$ cat src/hdl/sral_pkg.sv
`timescale 1ns / 1ps
// ----------------------------------------------------------------------------
// sral_pkg
// types and constants shared by the servo load alert ramp block
// ----------------------------------------------------------------------------
package sral_pkg;

    localparam logic [11:0] CMD_MIN_US = 12'd500;
    localparam logic [11:0] CMD_MAX_US = 12'd2500;
    localparam int unsigned PERIOD_US  = 20000;

    localparam logic [11:0] RST_LOAD_HIGH  = 12'd1700;
    localparam logic [11:0] RST_LOAD_LOW   = 12'd1500;
    localparam logic [7:0]  RST_SWEEP_STEP = 8'd10;
    localparam logic [7:0]  RST_RAMP_STEP  = 8'd2;
    localparam logic [7:0]  RST_DEADBAND   = 8'd6;
    localparam logic [11:0] RST_NEUTRAL    = 12'd1500;
    localparam logic [11:0] RST_SWEEP_LOW  = 12'd500;
    localparam logic [11:0] RST_SWEEP_HIGH = 12'd2500;
    localparam logic [11:0] RST_PULSE      = 12'd1500;

    typedef enum logic [3:0] {
        CFG_LOAD_HIGH  = 4'd0,
        CFG_LOAD_LOW   = 4'd1,
        CFG_SWEEP_STEP = 4'd2,
        CFG_RAMP_STEP  = 4'd3,
        CFG_DEADBAND   = 4'd4,
        CFG_NEUTRAL    = 4'd5,
        CFG_SWEEP_LOW  = 4'd6,
        CFG_SWEEP_HIGH = 4'd7
    } t_cfg_idx;

    typedef struct packed {
        logic [3:0]  index;
        logic [15:0] value;
    } t_cfg_write;

    typedef struct packed {
        logic [11:0] load_high_threshold;
        logic [11:0] load_low_threshold;
        logic [7:0]  sweep_step;
        logic [7:0]  ramp_step;
        logic [7:0]  deadband;
        logic [11:0] neutral_pulse;
        logic [11:0] sweep_low;
        logic [11:0] sweep_high;
    } t_cfg;

    typedef struct packed {
        logic               cmd_valid;
        logic signed [15:0] cmd_offset;
        logic               dc_running;
        logic               adc_due;
        logic [11:0]        adc_value;
    } t_in_item;

    typedef struct packed {
        logic [11:0] pulse_us;
        logic [15:0] duty;
        logic        duty_write;
        logic        high_load;
        logic [11:0] target_us;
    } t_out_item;

    typedef struct packed {
        logic [11:0] pulse;
        logic        changed;
        logic        high_load;
        logic [11:0] target;
    } t_core_state;

endpackage

$ cat src/hdl/sral_if.sv
`timescale 1ns / 1ps
// ----------------------------------------------------------------------------
// sral_if
// valid/ready channels for loop items, results and register writes
// ----------------------------------------------------------------------------
interface sral_in_if;
    logic              valid;
    logic              ready;
    sral_pkg::t_in_item data;

    modport source (output valid, output data, input ready);
    modport sink (input valid, input data, output ready);
endinterface

interface sral_out_if;
    logic               valid;
    logic               ready;
    sral_pkg::t_out_item data;

    modport source (output valid, output data, input ready);
    modport sink (input valid, input data, output ready);
endinterface

interface sral_cfg_if;
    logic                valid;
    logic                ready;
    sral_pkg::t_cfg_write data;

    modport source (output valid, output data, input ready);
    modport sink (input valid, input data, output ready);
endinterface

$ cat src/hdl/sral_cfg_regs.sv
`timescale 1ns / 1ps
// ----------------------------------------------------------------------------
// sral_cfg_regs
// configuration register file, one write beat per cycle
// ----------------------------------------------------------------------------
module sral_cfg_regs (
    input  logic           i_clk,
    input  logic           i_rst_n,
    sral_cfg_if.sink       i_cfg,
    output sral_pkg::t_cfg o_cfg
);

    sral_pkg::t_cfg r_cfg;

    assign i_cfg.ready = 1'b1;
    assign o_cfg       = r_cfg;

    always_ff @(posedge i_clk) begin
        if (!i_rst_n) begin
            r_cfg.load_high_threshold <= sral_pkg::RST_LOAD_HIGH;
            r_cfg.load_low_threshold  <= sral_pkg::RST_LOAD_LOW;
            r_cfg.sweep_step          <= sral_pkg::RST_SWEEP_STEP;
            r_cfg.ramp_step           <= sral_pkg::RST_RAMP_STEP;
            r_cfg.deadband            <= sral_pkg::RST_DEADBAND;
            r_cfg.neutral_pulse       <= sral_pkg::RST_NEUTRAL;
            r_cfg.sweep_low           <= sral_pkg::RST_SWEEP_LOW;
            r_cfg.sweep_high          <= sral_pkg::RST_SWEEP_HIGH;
        end else if (i_cfg.valid) begin
            case (sral_pkg::t_cfg_idx'(i_cfg.data.index))
                sral_pkg::CFG_LOAD_HIGH:  r_cfg.load_high_threshold <= i_cfg.data.value[11:0];
                sral_pkg::CFG_LOAD_LOW:   r_cfg.load_low_threshold  <= i_cfg.data.value[11:0];
                sral_pkg::CFG_SWEEP_STEP: r_cfg.sweep_step          <= i_cfg.data.value[7:0];
                sral_pkg::CFG_RAMP_STEP:  r_cfg.ramp_step           <= i_cfg.data.value[7:0];
                sral_pkg::CFG_DEADBAND:   r_cfg.deadband            <= i_cfg.data.value[7:0];
                sral_pkg::CFG_NEUTRAL:    r_cfg.neutral_pulse       <= i_cfg.data.value[11:0];
                sral_pkg::CFG_SWEEP_LOW:  r_cfg.sweep_low           <= i_cfg.data.value[11:0];
                sral_pkg::CFG_SWEEP_HIGH: r_cfg.sweep_high          <= i_cfg.data.value[11:0];
                default: begin
                end
            endcase
        end
    end

endmodule

$ cat src/hdl/sral_core.sv
`timescale 1ns / 1ps
// ----------------------------------------------------------------------------
// sral_core
// per-pass update: command clamp, load hysteresis, alert sweep and ramp
// ----------------------------------------------------------------------------
module sral_core #(
    parameter int ADC_BITS = 12
) (
    input  logic                  i_clk,
    input  logic                  i_rst_n,
    input  logic                  i_load,
    input  sral_pkg::t_in_item    i_item,
    input  sral_pkg::t_cfg        i_cfg,
    output sral_pkg::t_core_state o_state
);

    localparam logic [11:0] ADC_MASK = 12'((64'd1 << ADC_BITS) - 64'd1);

    logic [11:0] r_target, n_target;
    logic [11:0] r_pulse, n_pulse;
    logic        r_flag, n_flag;
    logic        r_rising, n_rising;
    logic        r_changed, n_changed;

    logic signed [17:0] w_sum;
    logic [11:0]        w_clamp;
    logic signed [12:0] w_dist;
    logic [12:0]        w_abs;
    logic [11:0]        w_tgt_cmd;
    logic [11:0]        w_adc;
    logic               w_sample;
    logic [12:0]        w_up;
    logic signed [13:0] w_dn;
    logic [12:0]        w_rup;
    logic signed [13:0] w_rdn;

    always_comb begin
        w_sum = $signed({6'b0, i_cfg.neutral_pulse})
              + $signed({{2{i_item.cmd_offset[15]}}, i_item.cmd_offset});
        if (w_sum < $signed({6'b0, sral_pkg::CMD_MIN_US})) begin
            w_clamp = sral_pkg::CMD_MIN_US;
        end else if (w_sum > $signed({6'b0, sral_pkg::CMD_MAX_US})) begin
            w_clamp = sral_pkg::CMD_MAX_US;
        end else begin
            w_clamp = w_sum[11:0];
        end
        w_dist = $signed({1'b0, w_clamp}) - $signed({1'b0, i_cfg.neutral_pulse});
        w_abs  = w_dist[12] ? 13'(-w_dist) : 13'(w_dist);

        if (!i_item.cmd_valid) begin
            w_tgt_cmd = r_target;
        end else if (w_abs <= {5'b0, i_cfg.deadband}) begin
            w_tgt_cmd = i_cfg.neutral_pulse;
        end else begin
            w_tgt_cmd = w_clamp;
        end
    end

    // load hysteresis, set wins
    always_comb begin
        w_adc    = i_item.adc_value & ADC_MASK;
        w_sample = i_item.dc_running && i_item.adc_due;
        n_flag   = r_flag;
        if (w_sample) begin
            if (w_adc > i_cfg.load_high_threshold) begin
                n_flag = 1'b1;
            end else if (w_adc < i_cfg.load_low_threshold) begin
                n_flag = 1'b0;
            end
        end
    end

    // alert sweep between bounds
    always_comb begin
        w_up     = {1'b0, w_tgt_cmd} + {5'b0, i_cfg.sweep_step};
        w_dn     = $signed({2'b0, w_tgt_cmd}) - $signed({6'b0, i_cfg.sweep_step});
        n_target = w_tgt_cmd;
        n_rising = r_rising;
        if (w_sample && n_flag) begin
            if (r_rising) begin
                if (w_up >= {1'b0, i_cfg.sweep_high}) begin
                    n_target = i_cfg.sweep_high;
                    n_rising = 1'b0;
                end else begin
                    n_target = w_up[11:0];
                end
            end else begin
                if (w_dn <= $signed({2'b0, i_cfg.sweep_low})) begin
                    n_target = i_cfg.sweep_low;
                    n_rising = 1'b1;
                end else begin
                    n_target = w_dn[11:0];
                end
            end
        end
    end

    // ramp toward target
    always_comb begin
        w_rup   = {1'b0, r_pulse} + {5'b0, i_cfg.ramp_step};
        w_rdn   = $signed({2'b0, r_pulse}) - $signed({6'b0, i_cfg.ramp_step});
        n_pulse = r_pulse;
        if (r_pulse < n_target) begin
            n_pulse = (w_rup < {1'b0, n_target}) ? w_rup[11:0] : n_target;
        end else if (r_pulse > n_target) begin
            n_pulse = (w_rdn > $signed({2'b0, n_target})) ? w_rdn[11:0] : n_target;
        end
        n_changed = (n_pulse != r_pulse);
    end

    always_ff @(posedge i_clk) begin
        if (!i_rst_n) begin
            r_target  <= sral_pkg::RST_PULSE;
            r_pulse   <= sral_pkg::RST_PULSE;
            r_flag    <= 1'b0;
            r_rising  <= 1'b1;
            r_changed <= 1'b0;
        end else if (i_load) begin
            r_target  <= n_target;
            r_pulse   <= n_pulse;
            r_flag    <= n_flag;
            r_rising  <= n_rising;
            r_changed <= n_changed;
        end
    end

    assign o_state.pulse     = r_pulse;
    assign o_state.changed   = r_changed;
    assign o_state.high_load = r_flag;
    assign o_state.target    = r_target;

endmodule

$ cat src/hdl/sral_duty.sv
`timescale 1ns / 1ps
// ----------------------------------------------------------------------------
// sral_duty
// duty word pulse*(2^PWM_BITS-1)/20000 over two register stages
// ----------------------------------------------------------------------------
module sral_duty #(
    parameter int PWM_BITS = 16
) (
    input  logic        i_clk,
    input  logic        i_ld_x,
    input  logic        i_ld_q,
    input  logic [11:0] i_pulse,
    output logic [15:0] o_duty
);

    localparam int          XW    = 12 + PWM_BITS;
    localparam int          SH    = XW + 15;
    localparam int          MW    = XW + 1;
    localparam int          PW    = 2 * XW + 1;
    localparam logic [63:0] RECIP = ((64'd1 << SH) + 64'(sral_pkg::PERIOD_US) - 64'd1)
                                  / 64'(sral_pkg::PERIOD_US);

    logic [XW-1:0] r_x, n_x;
    logic [PW-1:0] w_prod;
    logic [15:0]   r_q, n_q;

    // pulse times full scale as shift and subtract
    assign n_x = (XW'(i_pulse) << PWM_BITS) - XW'(i_pulse);

    // exact floor division by the period through a rounded-up reciprocal
    assign w_prod = PW'(r_x) * PW'(RECIP[MW-1:0]);
    assign n_q    = 16'(w_prod[PW-1:SH]);

    always_ff @(posedge i_clk) begin
        if (i_ld_x) begin
            r_x <= n_x;
        end
        if (i_ld_q) begin
            r_q <= n_q;
        end
    end

    assign o_duty = r_q;

endmodule

$ cat src/hdl/servo_load_alert_ramp_top.sv
`timescale 1ns / 1ps
// ----------------------------------------------------------------------------
// servo_load_alert_ramp_top
// servo target with load alert sweep, pulse ramp and pwm duty word
// ----------------------------------------------------------------------------
// path: an accepted item beat passes the input, core, duty product and output registers to its result beat
// throughput: one item per cycle while results are taken; the core updates its state on each accepted item
// stalls: the four-stage pipe keeps taking items while its later stages have room
// reset: synchronous, restores register defaults and loop state, empties the pipe
// ----------------------------------------------------------------------------
module servo_load_alert_ramp_top #(
    parameter int PWM_BITS = 16,
    parameter int ADC_BITS = 12
) (
    input  logic        i_clk,
    input  logic        i_rst_n,
    sral_in_if.sink     i_item,
    sral_out_if.source  o_result,
    sral_cfg_if.sink    i_cfg
);

    logic [3:0]            r_vld, n_vld;
    logic [3:0]            w_ld;
    sral_pkg::t_in_item    r_in;
    sral_pkg::t_cfg        w_cfg;
    sral_pkg::t_core_state w_core;
    sral_pkg::t_core_state r_s2;
    sral_pkg::t_core_state r_s3;
    logic [15:0]           w_duty;

    // stage loads ripple back from the output
    always_comb begin
        w_ld[3] = !r_vld[3] || o_result.ready;
        w_ld[2] = !r_vld[2] || w_ld[3];
        w_ld[1] = !r_vld[1] || w_ld[2];
        w_ld[0] = !r_vld[0] || w_ld[1];
        n_vld[0] = w_ld[0] ? i_item.valid : r_vld[0];
        n_vld[1] = w_ld[1] ? r_vld[0] : r_vld[1];
        n_vld[2] = w_ld[2] ? r_vld[1] : r_vld[2];
        n_vld[3] = w_ld[3] ? r_vld[2] : r_vld[3];
    end

    assign i_item.ready = w_ld[0];

    always_ff @(posedge i_clk) begin
        if (!i_rst_n) begin
            r_vld <= 4'b0;
        end else begin
            r_vld <= n_vld;
        end
    end

    always_ff @(posedge i_clk) begin
        if (w_ld[0] && i_item.valid) begin
            r_in <= i_item.data;
        end
        if (w_ld[2] && r_vld[1]) begin
            r_s2 <= w_core;
        end
        if (w_ld[3] && r_vld[2]) begin
            r_s3 <= r_s2;
        end
    end

    sral_cfg_regs u_cfg (
        .i_clk   (i_clk),
        .i_rst_n (i_rst_n),
        .i_cfg   (i_cfg),
        .o_cfg   (w_cfg)
    );

    sral_core #(
        .ADC_BITS (ADC_BITS)
    ) u_core (
        .i_clk   (i_clk),
        .i_rst_n (i_rst_n),
        .i_load  (w_ld[1] && r_vld[0]),
        .i_item  (r_in),
        .i_cfg   (w_cfg),
        .o_state (w_core)
    );

    sral_duty #(
        .PWM_BITS (PWM_BITS)
    ) u_duty (
        .i_clk   (i_clk),
        .i_ld_x  (w_ld[2] && r_vld[1]),
        .i_ld_q  (w_ld[3] && r_vld[2]),
        .i_pulse (w_core.pulse),
        .o_duty  (w_duty)
    );

    assign o_result.valid           = r_vld[3];
    assign o_result.data.pulse_us   = r_s3.pulse;
    assign o_result.data.duty       = w_duty;
    assign o_result.data.duty_write = r_s3.changed;
    assign o_result.data.high_load  = r_s3.high_load;
    assign o_result.data.target_us  = r_s3.target;

    // the load flag only moves on a beat that carries a current sample
    a_flag_needs_sample: assert property (@(posedge i_clk) disable iff (!i_rst_n)
        (w_ld[1] && r_vld[0] && !(r_in.dc_running && r_in.adc_due))
            |=> $stable(w_core.high_load))
        else $error("load flag moved without a sample");

    // write flag marks exactly a pulse change
    a_changed_match: assert property (@(posedge i_clk) disable iff (!i_rst_n)
        (w_ld[1] && r_vld[0]) |=> (w_core.changed == (w_core.pulse != $past(w_core.pulse))))
        else $error("duty write flag does not match pulse change");

    // an empty output stage leaves room all the way back
    a_ready_when_empty: assert property (@(posedge i_clk) disable iff (!i_rst_n)
        !r_vld[3] |-> i_item.ready)
        else $error("input stalled with empty output stage");

endmodule

$ cat src/flat_wrapper.sv
// flat-port wrapper written by rule: the top's interface ports become plain ports
module servo_load_alert_ramp_top_flat 
#(
    parameter int PWM_BITS = 16,
    parameter int ADC_BITS = 12
)
  (i_clk, i_rst_n, i_item_valid, i_item_data, i_item_ready, o_result_valid, o_result_data, o_result_ready, i_cfg_valid, i_cfg_data, i_cfg_ready);
  sral_in_if i_item_i ();
  sral_out_if o_result_i ();
  sral_cfg_if i_cfg_i ();
  input  logic i_clk;
  input  logic i_rst_n;
  input wire logic [$bits(i_item_i.valid)-1:0] i_item_valid;
  input wire logic [$bits(i_item_i.data)-1:0] i_item_data;
  output wire logic [$bits(i_item_i.ready)-1:0] i_item_ready;
  output wire logic [$bits(o_result_i.valid)-1:0] o_result_valid;
  output wire logic [$bits(o_result_i.data)-1:0] o_result_data;
  input wire logic [$bits(o_result_i.ready)-1:0] o_result_ready;
  input wire logic [$bits(i_cfg_i.valid)-1:0] i_cfg_valid;
  input wire logic [$bits(i_cfg_i.data)-1:0] i_cfg_data;
  output wire logic [$bits(i_cfg_i.ready)-1:0] i_cfg_ready;
  assign i_item_i.valid = i_item_valid;
  assign i_item_i.data = i_item_data;
  assign i_item_ready = i_item_i.ready;
  assign o_result_valid = o_result_i.valid;
  assign o_result_data = o_result_i.data;
  assign o_result_i.ready = o_result_ready;
  assign i_cfg_i.valid = i_cfg_valid;
  assign i_cfg_i.data = i_cfg_data;
  assign i_cfg_ready = i_cfg_i.ready;
  servo_load_alert_ramp_top #(.PWM_BITS(PWM_BITS), .ADC_BITS(ADC_BITS)) u_core (.i_clk(i_clk), .i_rst_n(i_rst_n), .i_item(i_item_i), .o_result(o_result_i), .i_cfg(i_cfg_i));
endmodule
$ cat config.mk
export PLATFORM = sky130hd
export DESIGN_NAME = servo_load_alert_ramp_top_flat
export DESIGN_NICKNAME = d
export VERILOG_FILES = /design/src/hdl/sral_pkg.sv /design/src/hdl/sral_if.sv /design/src/hdl/sral_cfg_regs.sv /design/src/hdl/sral_core.sv /design/src/hdl/sral_duty.sv /design/src/hdl/servo_load_alert_ramp_top.sv /design/src/flat_wrapper.sv
export SDC_FILE = /design/constraint.sdc
export NUM_CORES = 2
export LEC_CHECK = 0
export BUFFER_PORTS_ARGS = -buffer_cell sky130_fd_sc_hd__buf_2
export CAP_MARGIN = 10
export CELL_PAD_IN_SITES_DETAIL_PLACEMENT = 1
export CELL_PAD_IN_SITES_GLOBAL_PLACEMENT = 1
export CORE_MARGIN = 8
export CORE_UTILIZATION = 55
export DETAILED_ROUTE_END_ITERATION = 8
export GPL_ROUTABILITY_DRIVEN = 0
export PLACE_DENSITY_LB_ADDON = 0.1
export SYNTH_ARGS = -nofsm -noshare
export SYNTH_HDL_FRONTEND = slang
export SYNTH_SLANG_ARGS = --single-unit
$ cat constraint.sdc
create_clock -name i_clk -period 26.9 [get_ports i_clk]
set_input_delay 4.035 -clock i_clk [delete_from_list [all_inputs] [get_ports i_clk]]
set_output_delay 4.035 -clock i_clk [all_outputs]
set_load 0.01 [all_outputs]
# Word level (Yosys, flattened, before mapping)
# Index checks and enable logic that the tools add are counted.
# Widths: inputs -> output; s select.
[classes]
addsub = 8
multipliers = 1
div = 0
n_lt_le_gt_ge = 11
n_eq_ne = 8
shifts = 0
muxes = 19
n_bitwise = 0
reduce_logical = 24
[op_table]
columns = ["operator", "count"]
rows = [
  ["$mux 12", 12],
  ["$mul 28x27->55 const B", 1],
  ["$sub 28x12->28", 1],
  ["$add 12x8->13", 2],
  ["$sub 12x8->13", 2],
  ["$gt 12x12->1", 2],
  ["$lt 12x12->1", 2],
  ["$gt 18x13->1 const B", 1],
  ["$lt 18x10->1 const B", 1],
  ["$reduce_and 2->1", 9],
  ["$add 13x16->17", 1],
  ["$eq 4x3->1 const B", 4],
  ["$ge 13x12->1", 1],
  ["$gt 13x13->1", 1],
  ["$le 13x13->1", 1],
  ["$le 13x8->1", 1],
  ["$lt 13x12->1", 1],
  ["$mux 13", 1],
  ["$neg 13->13", 1],
  ["$sub 12x12->13", 1],
  ["$ne 12x12->1", 1],
  ["$eq 4x2->1 const B", 2],
  ["$logic_and 1x1->1", 6],
  ["$mux 1", 6],
  ["other kinds (4)", 10],
]
[word_totals]
register_bits = 240
latchBits = 0
ramBits = 0
rom_bits = 0
in_bits = 56
out_inout_bits = 45
elab_cells = 103
n_memories = 0

# Depth between registers and ports, before layout
[depth]
depth_word = 20
depth_mapped = 72
depth_no_buf = 71

# Modules after synthesis
# A second synthesis with hierarchy kept.
[unflattened]
cells_unflattened = 3159
hier_area_um2 = 30020.0
[modules_own_cells]
columns = ["module", "n_inst", "cells_per_inst", "area_each_um2", "seq_area_each_um2"]
rows = [
  ["sral_duty", 1, 1491, 15249.6, 1261.2],
  ["sral_core", 1, 1238, 8899.8, 540.5],
  ["sral_cfg_regs", 1, 330, 3201.8, 1681.6],
  ["servo_load_alert_ramp_top", 1, 100, 2668.8, 2572.5],
]

# Least setup slack after synthesis
# OpenSTA, ideal clock, no wires.
[synth_timing]
path_type = "register -> register"
from = "register u_core.u_cfg.r_cfg (netlist bit u_core.u_cfg.o_cfg[24])"
to = "register u_core.u_core.r_changed"
setup_time_ns = 0.140
arrival_time_ns = 13.449
t_required_ns = 26.760
path_slack_ns = 13.311
stages_incl_launch_ff = 70
n_path_buf = 2
period_less_slack_ns = 13.589
path_cell_list = "dfxtp_1 -> ha_1 -> inv_1 -> fa_1 -> nand2b_1 -> a21oi_1 -> o21ai_1 -> o21ai_1 -> a311oi_1 -> o211ai_1 -> nor3_1 -> nand2_1 -> ha_1 -> inv_1 -> fa_1 -> a21oi_1 -> o22ai_1 -> o22ai_1 -> [... 34 more ...] -> a221o_1 -> ha_1 -> nor2b_1 -> o21a_1 -> o21a_1 -> o21ai_0 -> a21oi_1 -> o31a_1 -> o21a_1 -> o21a_1 -> o21ai_1 -> and2_0 -> nand2_1 -> a21oi_1 -> a211oi_2 -> xnor2_1 -> a2111oi_2 -> a41oi_1"
[synth_between]
elab_chain_cells = 20
elab_cells_between_ends = 28
cone_classes = "add/sub: 5; order compare: 9; eq/ne: 1; mux: 13"
[synth_lines]
columns = ["item", "line", "source"]
rows = [
  ["start, declared", "sral_cfg_regs.sv:13", "sral_pkg::t_cfg r_cfg;"],
  ["$add 13x16->17", "sral_core.sv:39", "+ $signed({{2{i_item.cmd_offset[15]}}, i_item.cmd_offset});"],
  ["$gt 18x13->1", "sral_core.sv:42", "end else if (w_sum > $signed({6'b0, sral_pkg::CMD_MAX_US})) begin"],
  ["$mux 12", "sral_core.sv:42", ""],
  ["$mux 12", "sral_core.sv:40", "if (w_sum < $signed({6'b0, sral_pkg::CMD_MIN_US})) begin"],
  ["$sub 12x12->13", "sral_core.sv:47", "w_dist = $signed({1'b0, w_clamp}) - $signed({1'b0, i_cfg.neutral_pulse});"],
  ["$neg 13->13", "sral_core.sv:48", "w_abs = w_dist[12] ? 13'(-w_dist) : 13'(w_dist);"],
  ["$mux 13", "sral_core.sv:48", ""],
  ["$le 13x8->1", "sral_core.sv:52", "end else if (w_abs <= {5'b0, i_cfg.deadband}) begin"],
  ["[... 4 more ...]", "--", ""],
  ["$mux 12, on equally long branches", "sral_core.sv:88, sral_core.sv:81", ""],
  ["$mux 12", "sral_core.sv:80", "if (r_rising) begin"],
  ["$mux 12 *", "sral_core.sv:79", "if (w_sample && n_flag) begin"],
  ["$gt 13x13->1", "sral_core.sv:106", "n_pulse = (w_rdn > $signed({2'b0, n_target})) ? w_rdn[11:0] : n_target;"],
  ["$mux 12", "sral_core.sv:106", ""],
  ["$mux 12", "sral_core.sv:105", "end else if (r_pulse > n_target) begin"],
  ["$mux 12 *", "sral_core.sv:103", "if (r_pulse < n_target) begin"],
  ["$ne 12x12->1 *", "sral_core.sv:108", "n_changed = (n_pulse != r_pulse);"],
  ["end signal, assigned", "sral_core.sv:123", "r_changed <= n_changed;"],
  ["end, declared", "sral_core.sv:23", "logic r_changed, n_changed;"],
]
# Every way passes the cells marked *; elsewhere a longest branch is shown, timed or not.
# A chain may end at the register's enable or synchronous reset.

# Final worst setup path
[layout_timing]
from = "register u_core.u_cfg.r_cfg (netlist bit u_core.u_cfg.o_cfg[24])"
to = "register u_core.u_core.r_changed"
[layout_between]
elab_chain_cells = 20
elab_cells_between_ends = 28
cone_classes = "add/sub: 5; order compare: 9; eq/ne: 1; mux: 13"
[layout_lines]
columns = ["item", "line", "source"]
rows = [
  ["$add 13x16->17", "sral_core.sv:39", ""],
  ["$gt 18x13->1", "sral_core.sv:42", ""],
  ["$mux 12", "sral_core.sv:42", ""],
  ["$mux 12", "sral_core.sv:40", ""],
  ["$sub 12x12->13", "sral_core.sv:47", ""],
  ["$neg 13->13", "sral_core.sv:48", ""],
  ["$mux 13", "sral_core.sv:48", ""],
  ["$le 13x8->1", "sral_core.sv:52", ""],
  ["[... 5 more ...]", "--", ""],
  ["$mux 12", "sral_core.sv:80", ""],
  ["$mux 12 *", "sral_core.sv:79", ""],
  ["via u_core.u_core.n_target[0]", "sral_core.sv:19", "logic [11:0] r_target, n_target;"],
  ["$gt 13x13->1", "sral_core.sv:106", ""],
  ["$mux 12", "sral_core.sv:106", ""],
  ["$mux 12", "sral_core.sv:105", ""],
  ["$mux 12 *", "sral_core.sv:103", ""],
  ["$ne 12x12->1 *", "sral_core.sv:108", ""],
]
# Mark *: on every way through the listed nets, which the timed path passes. The rest lies on a longest branch.

==> results_dict.tcl <==
set metrics [dict create \
    status "finished clean" \
    critPathLaunch "u_core.u_cfg.o_cfg[24]$_SDFFE_PN0P_" \
    synth-compound-area-share_pct 12.00 \
    crit_slowest_cell "nor3_1" \
    die_y_um 242.5 \
    maxCapViolations 0 \
    timing.final.hold_violations 0 \
    grt_usage_pct 28.61 \
    synth-edff-count 124 \
    cpMostUsedCell "a21oi_1" \
    fin_skew_ns 0.01706 \
    power_leakage_nw 14.42 \
    diodes 0 \
    grt-ovfl-total 0 \
    dr.pass1.iters 7 \
    die_width_um 242.5 \
    ys_types 95 \
    h-tree-depth 1 \
    max_freq_mhz 56.94 \
    r2r_setup_slack_ns 9.34 \
    io_buffers 93 \
    yosys.area_share.adder_pct 43.16 \
    slowest_delay_ns 0.83 \
    avgSynthCellArea_um2 9.846 \
    worst_hold_path_type "reg -> reg" \
    vdd_drop_max_uv 80.45 \
    die_area_um2 58790 \
    rsz0062_at_grt "no" \
    synth_xor_xnor_area_share_pct 2.670 \
    r2r_end "u_core.u_core.r_changed$_SDFFE_PN0P_" \
    min_period_ns 17.56 \
    synthToLayoutAreaGrowth_pct 7.456 \
    final_nets 3751 \
    rr_worst_depth 68 \
    grt_max_degree 61 \
    startpoint_type "flip-flop" \
    synthMuxAreaShare_pct 2.023 \
    drc_errors 0 \
    tightest_slew_ns 1.028 \
    fill_cells 5720 \
    crit_arrival_ns 18.00 \
    crit_type "reg -> reg" \
    netlist_instances 2865 \
    clkLatencyLatePin_ns 0.59 \
    cts_sinks 239 \
    yosysWarnings 0 \
    ys_ff_latch 239 \
    via_per_inst 5.894 \
    num_rows 83 \
    drt_wl_total_um 84730 \
    cp_max_fo 12 \
    synth_simple_gate_area_share_pct 9.177 \
    cts_setup_buffers 0 \
    core_um2 50990 \
    start_util_pct 55.32 \
    drtAntennaViolNets 0 \
    cts.clk_slew.worst_paths_ns 0.08 \
    via_count 21407 \
    register_area_um2 6026 \
    crit_required_ns 27.33 \
    cts_tree "built" \
    io_pins 101 \
    dp_hpwl_um 69750 \
    async_reset_ff_share_pct 0 \
    synth_ff_type "edfxtp_1" \
    cts-root-buf "clkbuf_16" \
    routedWlPerCell_um 23.33 \
    cts_resized 0 \
    fin_crit_sh_pct 65.29 \
    grt_pass1_vias 24303 \
    hold_buffers 0 \
    grt_pass1_wl_um 133500 \
    endpoint_kind "flip-flop" \
    drive_above_1_share_pct 7.148 \
    syn_area_um2 28210 \
    finalSetupTns_ns 0 \
    cts_buffers 29 \
    p_per_area_nw_per_um2 92.64 \
    relSlewSlack_pct 31.13 \
    endpoint "u_core.u_core.r_changed$_SDFFE_PN0P_" \
    antenna_found_initial 1 \
    cts_buffer_depth 3 \
    synth_top_family_by_area "adder cells" \
    drt_iter0_drc 1254 \
    r2r-start "u_core.u_cfg.o_cfg[24]$_SDFFE_PN0P_" \
    yosysSeqAreaShare_pct 21.36 \
    final_util_pct 59.45 \
    maxSlewViolCount 0 \
    multi_input_area_um2 19530 \
    finalSetupViolations 0 \
]
-- through the flow --
stage / power [mW] / hold slack (ns) / cell area (µm²) / cells / setup WS (ns)
2_1_floorplan: 1.785 / 0.4003 / 28210 / 2866 / 13.31
3_3_place_gp: 2.230 / 0.4009 / 29320 / 3576 / 10.41
3_5_place_dp: 2.389 / 0.4052 / 29320 / 3576 / 9.855
4_1_cts: 2.824 / 0.4167 / 30300 / 3630 / 9.744
5_1_grt: 3.064 / 0.4222 / 30310 / 3632 / 8.307
6_report: 2.808 / 0.4153 / 30310 / 3632 / 9.336
-- layer usage --
metal  GRT usage, %  vias up  part of all wire (%)
met1          33.00    10904                    39
met4          14.53        0                   5.9
met3          2.877      255                   4.2
li1               -     9603                     -
met2          52.20      645                    51
met5              0        -                     0
-- power breakdown --
part / internal [mW] / switching, mW / total [mW]
Clock: 0.226 / 0.175 / 0.401
Combinational: 0.820 / 1.14 / 1.96
Sequential: 0.425 / 0.0265 / 0.451
Total: 1.47 / 1.34 / 2.81
-- cell type report --
| type | count | area share, % |
|---|---|---|
| multi-input combinational | 1921 | 64.41 |
| sequential | 239 | 19.88 |
| inverter | 632 | 7.826 |
| tap | 680 | 2.807 |
| clock buffer | 37 | 2.658 |
| timing repair buffer | 106 | 1.870 |
| clock inverter | 17 | 0.5449 |
-- critical path: cells and delay by family (launching register included) --
family	cells	cell delay, ns
AO/OA/AOI/OAI	35	8.82
XOR/XNOR	3	0.47
adder cells (fa/ha/maj)	8	2.37
buffers and inverters	3	0.36
flip-flops	1	0.46
multiplexers	3	0.74
AND/OR/NAND/NOR	16	4.15
-- cells in the mapped netlist, types with 19 or more instances --
library cell  count  area [µm²]
a21boi_0         34       255.2
a21o_1           39       292.8
a21oi_1          97       485.5
clkbuf_1         54       202.7
dfxtp_1         115        2302
edfxtp_1        124        3724
fa_1            345        6907
ha_1            421        5268
inv_1           631        2369
mux2i_1          39       390.4
nand2_1         205       769.5
nand2b_1         19       118.9
nand3_1          29       145.1
nand4_1          23       143.9
nor2_1           93       349.1
nor2b_1          44       275.3
nor3_1           40       200.2
o211ai_1         54       405.4
o21a_1           29       217.7
o21ai_0          66       330.3
xnor2_1          63       551.8
xor2_1           23       201.4
-- cells in the final DEF (no fill, tap or decap), drive strengths merged, types with 39 or more instances in the layout --
| master | instances |
|---|---|
| ha | 421 |
| a21o | 39 |
| nor2b | 44 |
| dfxtp | 115 |
| fa | 345 |
| o21ai | 73 |
| xnor2 | 63 |
| inv | 637 |
| buf | 105 |
| edfxtp | 124 |
| o211ai | 55 |
| nor2 | 93 |
| mux2i | 39 |
| nor3 | 41 |
| a21oi | 98 |
| nand2 | 205 |
-- how the worst min path moves through the flow --
stage | start | end | slack, ns | depth (start not counted)
after floorplan | u_core.r_s2[0]$_DFFE_PP_ | u_core.o_result.data[0]$_DFFE_PP_ | 0.40 | 0
after global placement | u_core.r_s2[11]$_DFFE_PP_ | u_core.o_result.data[11]$_DFFE_PP_ | 0.40 | 0
after detailed placement | u_core.r_s2[0]$_DFFE_PP_ | u_core.o_result.data[0]$_DFFE_PP_ | 0.41 | 0
after CTS | u_core.r_s2[2]$_DFFE_PP_ | u_core.o_result.data[2]$_DFFE_PP_ | 0.42 | 0
after global routing | u_core.r_s2[2]$_DFFE_PP_ | u_core.o_result.data[2]$_DFFE_PP_ | 0.42 | 0
final | u_core.r_s2[2]$_DFFE_PP_ | u_core.o_result.data[2]$_DFFE_PP_ | 0.42 | 0
-- cell families after synthesis --
| kind of cell | count (synthesis) |
|---|---|
| AOI/OAI and AO/OA | 474 |
| and+or+nand+nor | 537 |
| adders and majority gates | 766 |
| xor gates and xnor gates | 86 |
| buffers and inverters | 706 |
| DFF | 239 |
| muxes | 55 |
| other | 2 |
-- flip-flops by register name, indices dropped and copies added (netlist names) --
name	flops
u_core.u_cfg.o_cfg	84
u_core.r_in	31
u_core.u_duty.r_x	28
u_core.o_result.data	26
u_core.r_s2	25
u_core.u_duty.o_duty	14
u_core.u_core.r_pulse	12
u_core.u_core.r_target	12
u_core.r_vld	4
u_core.u_core.r_changed	1
u_core.u_core.r_flag	1
u_core.u_core.r_rising	1
Note: power is estimated with default switching activity, not from simulation.
